[config.mk]
export PLATFORM = sky130hd
export DESIGN_NAME = fifo_lru_page_replacement
export DESIGN_NICKNAME = d
export VERILOG_FILES = /design/src/hw/rtl/flru_pkg.sv /design/src/hw/rtl/flru_frame_store.sv /design/src/hw/rtl/fifo_lru_page_replacement.sv
export SDC_FILE = /design/constraint.sdc
export NUM_CORES = 1
export LEC_CHECK = 0
export BUFFER_PORTS_ARGS = -buffer_cell sky130_fd_sc_hd__buf_4
export CAP_MARGIN = 5
export CORE_MARGIN = 4
export CORE_UTILIZATION = 61
export CTS_CLUSTER_SIZE = 12
export DETAILED_ROUTE_END_ITERATION = 8
export PLACE_DENSITY_LB_ADDON = 0.1
export SYNTH_ARGS = -nofsm -noshare
export SYNTH_HDL_FRONTEND = slang
export SYNTH_SLANG_ARGS = --single-unit
export TNS_END_PERCENT = 50
[constraint.sdc]
create_clock -name clk -period 6.3 [get_ports clk]
set_clock_uncertainty 0.05 [all_clocks]
set_input_delay 0.315 -clock clk [delete_from_list [all_inputs] [get_ports clk]]
set_output_delay 0.315 -clock clk [all_outputs]
set_load 0.1 [all_outputs]
[src/hw/rtl/flru_pkg.sv]
// Shared types and constants for the FIFO/LRU page replacement block.
package flru_pkg;

    // Configuration register indexes
    localparam logic CFG_POLICY_MODE   = 1'b0;
    localparam logic CFG_FRAMES_IN_USE = 1'b1;

    localparam int CFG_INDEX_W = 1;
    localparam int CFG_DATA_W  = 4;

    // Replacement policy codes
    localparam logic POLICY_FIFO = 1'b0;
    localparam logic POLICY_LRU  = 1'b1;

    localparam logic [3:0] FRAMES_IN_USE_RESET = 4'd8;

    // One page reference
    typedef struct packed {
        logic [15:0] page;
        logic        last_reference;
    } ref_beat_t;

    // One lookup result
    typedef struct packed {
        logic        hit;
        logic [2:0]  frame_slot;
        logic        evicted_valid;
        logic [15:0] evicted_page;
        logic [31:0] fault_count;
        logic        final_total;
    } res_beat_t;

endpackage

[src/hw/rtl/flru_frame_store.sv]
// Frame table memory: page number and age per frame, registered read.
module flru_frame_store #(
    parameter int FRAMES    = 8,
    parameter int PAGE_BITS = 16,
    parameter int AGE_BITS  = 16
) (
    input  logic                                   clk,
    input  logic                                   rd_en,
    input  logic [(FRAMES > 1 ? $clog2(FRAMES) : 1)-1:0] rd_addr,
    output logic [PAGE_BITS-1:0]                   rd_page,
    output logic [AGE_BITS-1:0]                    rd_age,
    input  logic                                   wr_en,
    input  logic [(FRAMES > 1 ? $clog2(FRAMES) : 1)-1:0] wr_addr,
    input  logic [PAGE_BITS-1:0]                   wr_page,
    input  logic [AGE_BITS-1:0]                    wr_age
);

    logic [PAGE_BITS-1:0] page_mem [FRAMES];
    logic [AGE_BITS-1:0]  age_mem  [FRAMES];
    logic [PAGE_BITS-1:0] rd_page_reg;
    logic [AGE_BITS-1:0]  rd_age_reg;

    // Write port
    always_ff @(posedge clk)
    begin
        if (wr_en)
        begin
            page_mem[wr_addr] <= wr_page;
            age_mem[wr_addr]  <= wr_age;
        end
    end

    // Read port, registered output
    always_ff @(posedge clk)
    begin
        if (rd_en)
        begin
            rd_page_reg <= page_mem[rd_addr];
            rd_age_reg  <= age_mem[rd_addr];
        end
    end

    assign rd_page = rd_page_reg;
    assign rd_age  = rd_age_reg;

endmodule

[src/hw/rtl/fifo_lru_page_replacement.sv]
// Page replacement unit (FIFO or LRU) over a small bank of frames.
//
// Each reference beat is looked up against the active frames, read one entry
// per cycle from the frame memory. A single pass finds the first hit, the first
// empty frame and the oldest frame, and writes every occupied entry back with
// its age advanced. A final fix-up state then loads the page into the chosen
// frame on a miss, or resets its age on an LRU hit, and updates the fault count.
// An item passes through the accept step, a scan over the active frames
// (frames_in_use clamped to 1..FRAMES), paced by the single read port of the
// frame memory, and the fix-up; the result is valid in the cycle after the
// fix-up, the next reference is taken once the result is registered, and
// a result that is held by res_stall delays only the fix-up. The frame
// memory needs no clearing after reset: occupancy is kept in flip-flops and an
// entry's contents are used only once it has been written.
module fifo_lru_page_replacement #(
    parameter int FRAMES    = 8,
    parameter int PAGE_BITS = 16,
    parameter int AGE_BITS  = 16
) (
    input  logic                                 clk,
    input  logic                                 rst_n,
    input  logic                                 ref_valid,
    output logic                                 ref_stall,
    input  flru_pkg::ref_beat_t                  ref_data,
    output logic                                 res_valid,
    input  logic                                 res_stall,
    output flru_pkg::res_beat_t                  res_data,
    input  logic                                 cfg_valid,
    output logic                                 cfg_ready,
    input  logic [flru_pkg::CFG_INDEX_W-1:0]     cfg_index,
    input  logic [flru_pkg::CFG_DATA_W-1:0]      cfg_data
);

    import flru_pkg::*;

    localparam int IDX_W = (FRAMES > 1) ? $clog2(FRAMES) : 1;
    localparam int CNT_W = $clog2(FRAMES + 1);
    localparam int CMP_W = 8;

    typedef enum logic [1:0] {
        S_IDLE,
        S_SCAN,
        S_FIX
    } state_t;

    state_t state_reg, state_next;

    // Configuration
    logic       policy_reg;
    logic [3:0] frames_reg;

    // Control
    logic [CNT_W-1:0]  rd_cnt_reg, rd_cnt_next;
    logic              dval_reg, dval_next;
    logic [IDX_W-1:0]  didx_reg, didx_next;
    logic [FRAMES-1:0] frame_valid_reg, frame_valid_next;
    logic [31:0]       faults_reg, faults_next;
    logic              res_valid_reg, res_valid_next;

    // Scan trackers
    logic              found_reg, found_next;
    logic [IDX_W-1:0]  hit_idx_reg, hit_idx_next;
    logic              empty_found_reg, empty_found_next;
    logic [IDX_W-1:0]  empty_idx_reg, empty_idx_next;
    logic              best_valid_reg, best_valid_next;
    logic [AGE_BITS-1:0]  best_age_reg, best_age_next;
    logic [IDX_W-1:0]  best_idx_reg, best_idx_next;
    logic [PAGE_BITS-1:0] best_page_reg, best_page_next;

    // Item payload
    logic [PAGE_BITS-1:0] pg_reg, pg_next;
    logic                 last_reg, last_next;
    res_beat_t            res_data_reg, res_data_next;

    // Memory port signals
    logic                 rd_en;
    logic [IDX_W-1:0]     rd_addr;
    logic [PAGE_BITS-1:0] rd_page;
    logic [AGE_BITS-1:0]  rd_age;
    logic                 wr_en;
    logic [IDX_W-1:0]     wr_addr;
    logic [PAGE_BITS-1:0] wr_page;
    logic [AGE_BITS-1:0]  wr_age;

    // Helpers
    logic [CMP_W-1:0]     act_n;
    logic [CMP_W-1:0]     frames_ext;
    logic [AGE_BITS-1:0]  age_inc;
    logic [31:0]          ref_page_ext;
    logic [31:0]          best_page_ext;
    logic [IDX_W-1:0]     slot;
    logic [CMP_W-1:0]     slot_ext;
    logic                 evict;
    logic                 out_free;

    flru_frame_store #(
        .FRAMES    (FRAMES),
        .PAGE_BITS (PAGE_BITS),
        .AGE_BITS  (AGE_BITS)
    ) u_store (
        .clk     (clk),
        .rd_en   (rd_en),
        .rd_addr (rd_addr),
        .rd_page (rd_page),
        .rd_age  (rd_age),
        .wr_en   (wr_en),
        .wr_addr (wr_addr),
        .wr_page (wr_page),
        .wr_age  (wr_age)
    );

    // Clamp the active frame count to 1..FRAMES
    always_comb
    begin
        frames_ext = CMP_W'(frames_reg);
        if (frames_ext == '0)
            act_n = CMP_W'(1);
        else if (frames_ext > CMP_W'(FRAMES))
            act_n = CMP_W'(FRAMES);
        else
            act_n = frames_ext;
    end

    assign age_inc       = (rd_age == '1) ? rd_age : AGE_BITS'(rd_age + 1'b1);
    assign ref_page_ext  = 32'(ref_data.page);
    assign best_page_ext = 32'(best_page_reg);
    assign evict         = !found_reg && !empty_found_reg;
    assign slot          = found_reg ? hit_idx_reg :
                           (empty_found_reg ? empty_idx_reg : best_idx_reg);
    assign slot_ext      = CMP_W'(slot);
    assign out_free      = !res_valid_reg || !res_stall;

    // Configuration writes
    assign cfg_ready = 1'b1;

    always_ff @(posedge clk or negedge rst_n)
    begin
        if (!rst_n)
        begin
            policy_reg <= POLICY_LRU;
            frames_reg <= FRAMES_IN_USE_RESET;
        end
        else if (cfg_valid && cfg_ready)
        begin
            if (cfg_index == CFG_POLICY_MODE)
                policy_reg <= cfg_data[0];
            else
                frames_reg <= cfg_data[3:0];
        end
    end

    // Sequencer: accept, scan with write-back, fix up chosen frame
    always_comb
    begin
        state_next       = state_reg;
        rd_cnt_next      = rd_cnt_reg;
        dval_next        = dval_reg;
        didx_next        = didx_reg;
        frame_valid_next = frame_valid_reg;
        faults_next      = faults_reg;
        res_valid_next   = res_valid_reg;
        found_next       = found_reg;
        hit_idx_next     = hit_idx_reg;
        empty_found_next = empty_found_reg;
        empty_idx_next   = empty_idx_reg;
        best_valid_next  = best_valid_reg;
        best_age_next    = best_age_reg;
        best_idx_next    = best_idx_reg;
        best_page_next   = best_page_reg;
        pg_next          = pg_reg;
        last_next        = last_reg;
        res_data_next    = res_data_reg;
        rd_en            = 1'b0;
        rd_addr          = rd_cnt_reg[IDX_W-1:0];
        wr_en            = 1'b0;
        wr_addr          = didx_reg;
        wr_page          = rd_page;
        wr_age           = age_inc;

        // Drop the result once taken
        if (res_valid_reg && !res_stall)
            res_valid_next = 1'b0;

        unique case (state_reg)
            S_IDLE:
            begin
                if (ref_valid)
                begin
                    rd_en            = 1'b1;
                    rd_addr          = '0;
                    rd_cnt_next      = CNT_W'(1);
                    dval_next        = 1'b1;
                    didx_next        = '0;
                    found_next       = 1'b0;
                    empty_found_next = 1'b0;
                    best_valid_next  = 1'b0;
                    pg_next          = ref_page_ext[PAGE_BITS-1:0];
                    last_next        = ref_data.last_reference;
                    state_next       = S_SCAN;
                end
            end

            S_SCAN:
            begin
                // Issue the next read
                if (CMP_W'(rd_cnt_reg) < act_n)
                begin
                    rd_en       = 1'b1;
                    rd_cnt_next = CNT_W'(rd_cnt_reg + 1'b1);
                    dval_next   = 1'b1;
                    didx_next   = rd_cnt_reg[IDX_W-1:0];
                end
                else
                begin
                    dval_next = 1'b0;
                end

                // Examine returned entry, age it in place
                if (dval_reg)
                begin
                    if (frame_valid_reg[didx_reg])
                    begin
                        wr_en = 1'b1;
                        if (!found_reg && rd_page == pg_reg)
                        begin
                            found_next   = 1'b1;
                            hit_idx_next = didx_reg;
                        end
                        if (!best_valid_reg || rd_age > best_age_reg)
                        begin
                            best_valid_next = 1'b1;
                            best_age_next   = rd_age;
                            best_idx_next   = didx_reg;
                            best_page_next  = rd_page;
                        end
                    end
                    else if (!empty_found_reg)
                    begin
                        empty_found_next = 1'b1;
                        empty_idx_next   = didx_reg;
                    end

                    if (CMP_W'(didx_reg) == CMP_W'(act_n - 1'b1))
                        state_next = S_FIX;
                end
            end

            S_FIX:
            begin
                if (out_free)
                begin
                    // Load page into chosen frame, or reset the age on an LRU hit
                    if (!found_reg || policy_reg == POLICY_LRU)
                    begin
                        wr_en   = 1'b1;
                        wr_addr = slot;
                        wr_page = pg_reg;
                        wr_age  = AGE_BITS'(1);
                    end
                    if (!found_reg)
                    begin
                        frame_valid_next[slot] = 1'b1;
                        if (faults_reg != '1)
                            faults_next = faults_reg + 32'd1;
                    end

                    res_data_next.hit           = found_reg;
                    res_data_next.frame_slot    = slot_ext[2:0];
                    res_data_next.evicted_valid = evict;
                    res_data_next.evicted_page  = evict ? best_page_ext[15:0] : 16'd0;
                    res_data_next.fault_count   = faults_next;
                    res_data_next.final_total   = last_reg;
                    res_valid_next              = 1'b1;
                    state_next                  = S_IDLE;
                end
            end

            default:
            begin
                state_next = S_IDLE;
            end
        endcase
    end

    // Hold control state
    always_ff @(posedge clk or negedge rst_n)
    begin
        if (!rst_n)
        begin
            state_reg       <= S_IDLE;
            rd_cnt_reg      <= '0;
            dval_reg        <= 1'b0;
            frame_valid_reg <= '0;
            faults_reg      <= '0;
            res_valid_reg   <= 1'b0;
        end
        else
        begin
            state_reg       <= state_next;
            rd_cnt_reg      <= rd_cnt_next;
            dval_reg        <= dval_next;
            frame_valid_reg <= frame_valid_next;
            faults_reg      <= faults_next;
            res_valid_reg   <= res_valid_next;
        end
    end

    // Hold payload and scan trackers
    always_ff @(posedge clk)
    begin
        didx_reg        <= didx_next;
        found_reg       <= found_next;
        hit_idx_reg     <= hit_idx_next;
        empty_found_reg <= empty_found_next;
        empty_idx_reg   <= empty_idx_next;
        best_valid_reg  <= best_valid_next;
        best_age_reg    <= best_age_next;
        best_idx_reg    <= best_idx_next;
        best_page_reg   <= best_page_next;
        pg_reg          <= pg_next;
        last_reg        <= last_next;
        res_data_reg    <= res_data_next;
    end

    assign ref_stall = (state_reg != S_IDLE);
    assign res_valid = res_valid_reg;
    assign res_data  = res_data_reg;

endmodule

==> impl_metrics.yaml <==
status:
  status: "completed"
layout:
  final_layout_size_suffix_gt1_share_pct: 16.73
  instances_no_fill: 1926
  number_of_nets_in_the_layout: 1548
  area_growth_syn_to_layout_pct: 13.98
  antenna-diode-count: 0
global_route:
  grt_start_max_net_pins: 71
  antenna_found_initial: 0
  global_route.overflow_total: 0
  grt_use_total_pct: 22.61
  vias_in_the_first_global_route: 11410
  grt_first_pass_wirelength_um: 62870
pwr:
  power.switching_mw: 4.065
  power.clock.fraction_pct: 23.0
  power_switching_share_pct: 36.98
  seqPwrFrac_pct: 43.6
  p_int_mw: 6.926
  power_density_mw_per_mm2: 495.9
  comb_power_share_pct: 33.4
  leakagePower_nw: 7.902
  irDropWorstVdd_v: 0.0003228
min_path:
  whs_path_depth: 3
  worst_hold_startpoint: "cfg_index"
  hold_path.class: "primary input to flop"
timing:
  finalSetupViolations: 0
  timing.final.hold_violations: 0
  worst_pin_slew_ns: 1.223
  min_period_ns: 4.104
  slew_viol_final: 0
  grt_setup_unrepaired: "false"
  fmax_mhz: 243.6
  timing.max_slew.rel_slack_pct: 18.47
  setup_tns_ns: 0
  period_share_pct: 65.15
worst_setup_path:
  worst-setup-path-type: "flop to flop"
  required_arrival_time_at_the_worst_endpoint_ns: 6.41
  critical_path.cell_chain: "clkinv_1, o21ai_2, and3_1, o21ai_0, nor2_4"
  worst_ep_arrival_time_ns: 4.22
  timing.critical_path.fanout_max: 32
  regToRegStartpoint: "found_reg"
  timing.reg2reg.worst_path_depth: 5
  critPathMaxStageDelay_ns: 1.04
  crit_path_top_delay_cell: "o21ai_2"
  startpoint_types: "flop"
  worst_setup_path_startpoint: "found_reg"
  setup.worst_path.end_class: "flop"
placement:
  dp_cells: 1823
  port_buffers: 82
  routability_cong: 0.8464
  dp.final_hpwl_um: 24280
clocking:
  clk_root_buffer_cell: "clkbuf_16"
  worst_path_clk_slew_ns: 0.06
  htreeDepth: 2
  post-cts-setup-buffer-count: 0
  cts_inserted_buffers: 47
  worstSkewPairLatency_ns: 0.56
  tritoncts: "yes"
  cts.sinks: 459
  max_buffers_root_to_sink: 3
synthesis:
  synth.yosys.seq_area_share_pct: 69.53
  synth_nets: 1446
  synthesized_area_divided_by_synthesized_cell_count_um2: 13.97
  synth-edff-count: 406
  synthArstFlopShare_pct: 11.55
  dominantRegCellSynth: "edfxtp_1"
  synth_seq_cells: 459
  synthesis.instances: 1392
  post_synth_instance_area_mm2: 0.01945
  synth_cell_types: 68
  count_of_synthesis_stage_warnings_from_yosys: 0
detailed_routing:
  routed_wirelength_um: 39500
  wl_per_cell_um: 20.51
  drt.antenna.violating_nets: 0
  number_of_violations_reported_at_the_end_of_detailed_routing_iteration_0: 768
  drt-vias-per-instance: 5.943
  via_count: 11450
  drt_drc_violations_left: 0
  detailedRoute.firstPassIterationCount: 5
floorplanning:
  initial_core_util_pct: 61.78
  die_width_um: 186.5
  core_area_mm2: 0.03147
  fp-row-count: 65
  boundaryPins: 84
  die_height_um: 186.5
  die_area_mm2: 0.03480
flow_run:
  max_cap_viol_count: 0
==> cell type report <==
class,instances,area (um^2)
Clock inverter,8,61.31
Tap cell,402,503.0
Sequential cell,459,13520
Inverter,33,123.9
Clock buffer,71,1328
Timing Repair Buffer,120,973.4
Fill cell,2100,9309
Multi-Input combinational cell,833,5654
==> final timing paths <==
path | to | slack, ns
setup / recovery | u_store.page_mem[6][3] | 2.20
hold / removal | policy_reg | 0.1
setup reg to reg | u_store.page_mem[6][3] | 2.20
hold reg to reg | res_data[0] | 0.39
max in group asynchronous | rd_cnt_reg[0] | 5.37
min in group asynchronous | faults_reg[15] | 0.31
==> layout by cell type, fill, tap and decap left out, types with 8 or more instances in the layout <==
cell,n
ha_1,27
nand3_1,27
clkbuf_16,48
o22ai_1,34
nor3_1,30
xor2_1,30
inv_1,29
a21oi_1,15
clkbuf_1,19
a31oi_1,35
dlygate4sd3_1,24
nor2b_1,35
nor4_1,14
nor2_4,8
edfxtp_1,406
and2_1,24
dfrtp_1,50
a21o_1,10
nor2_1,33
mux2_2,71
mux2i_1,11
nand4_1,35
o21ai_0,43
buf_4,95
xnor2_1,59
nand2_1,182
a211oi_1,32
==> cells in the mapped netlist, types with 3 or more instances <==
library cell	count	area [um^2]
nor4_1	15	93.84
nor2b_1	35	219.0
buf_2	16	80.08
buf_1	8	30.03
o21a_1	4	30.03
or3_1	6	37.54
and2_1	24	150.1
nand2b_1	5	31.28
nor2_1	41	153.9
mux2_2	71	799.5
mux2i_1	11	110.1
xnor2_1	59	516.8
nand3_1	27	135.1
a211oi_1	32	240.2
o22ai_1	35	219.0
clkinv_1	3	11.26
edfxtp_1	406	12190
clkbuf_1	41	153.9
nand4_1	35	219.0
nand2_1	182	683.2
a31oi_1	35	219.0
a21o_1	10	75.07
nor3b_1	6	45.04
o21ai_0	44	220.2
dfrtp_1	51	1276
and4_1	4	35.03
o21ai_1	3	15.01
nor3_1	30	150.1
and3_1	5	31.28
a21oi_1	17	85.08
ha_1	27	337.8
inv_1	30	112.6
xor2_1	30	262.8
==> cells by family after synthesis <==
logic type,Yosys count,synth area share [%]
AOI/OAI and AO/OA,200,6.640
xor gates and xnor gates,89,4.009
adders and majority gates,27,1.737
buffers and inverters,100,2.059
DFF,459,69.53
muxes,84,4.929
other,1,0.01928
and+or+nand+nor,432,11.08
==> critical path: cells and delay by family (launching register included) <==
family / cells / cell delay, ns
AO/OA/AOI/OAI: 2 / 1.25
AND/OR/NAND/NOR: 2 / 1.19
flip-flops: 1 / 0.77
buffers and inverters: 1 / 0.43
==> metal layers <==
layer  part of all wire [%]  vias up  GRT usage (%)
li1                       -     5422              -
met1                     42     5620          30.03
met2                     49      325          38.28
met3                    5.3       80          3.891
met4                    3.6        0          8.049
met5                      0        -              0
==> metrics by stage <==
stage / worst slack (ns) / util [%] / total power, mW / hold slack, ns / area (um^2)
after floorplan: 1.299 / - / 7.402 / -0.03059 / 19450
after CTS: 2.164 / 70.42 / 11.07 / 0.08535 / 22170
final: 2.196 / 70.42 / 10.99 / 0.09941 / 22170
after detailed placement: 2.193 / 65.25 / 8.516 / 0.3678 / 20540
after global routing: 1.905 / 70.42 / 11.56 / 0.1112 / 22170
after global placement: 2.370 / 65.25 / 8.420 / 0.3527 / 20540
==> power groups by stage <==
stage	Combinational [mW]	Sequential (mW)	Clock (mW)
global route	3.99	4.86	2.71
global placement	3.59	4.83	0
finish	3.67	4.79	2.53
CTS	3.69	4.80	2.58
detailed placement	3.67	4.85	0
floorplan	1.89	5.51	0
==> what timing repair did <==
| action | CTS | global route |
|---|---|---|
| gates resized for setup | 0 | 0 |
| endpoints found under the hold margin | 74 | 0 |
| hold buffers | 24 | 0 |
(Power assumes the default switching activity.)
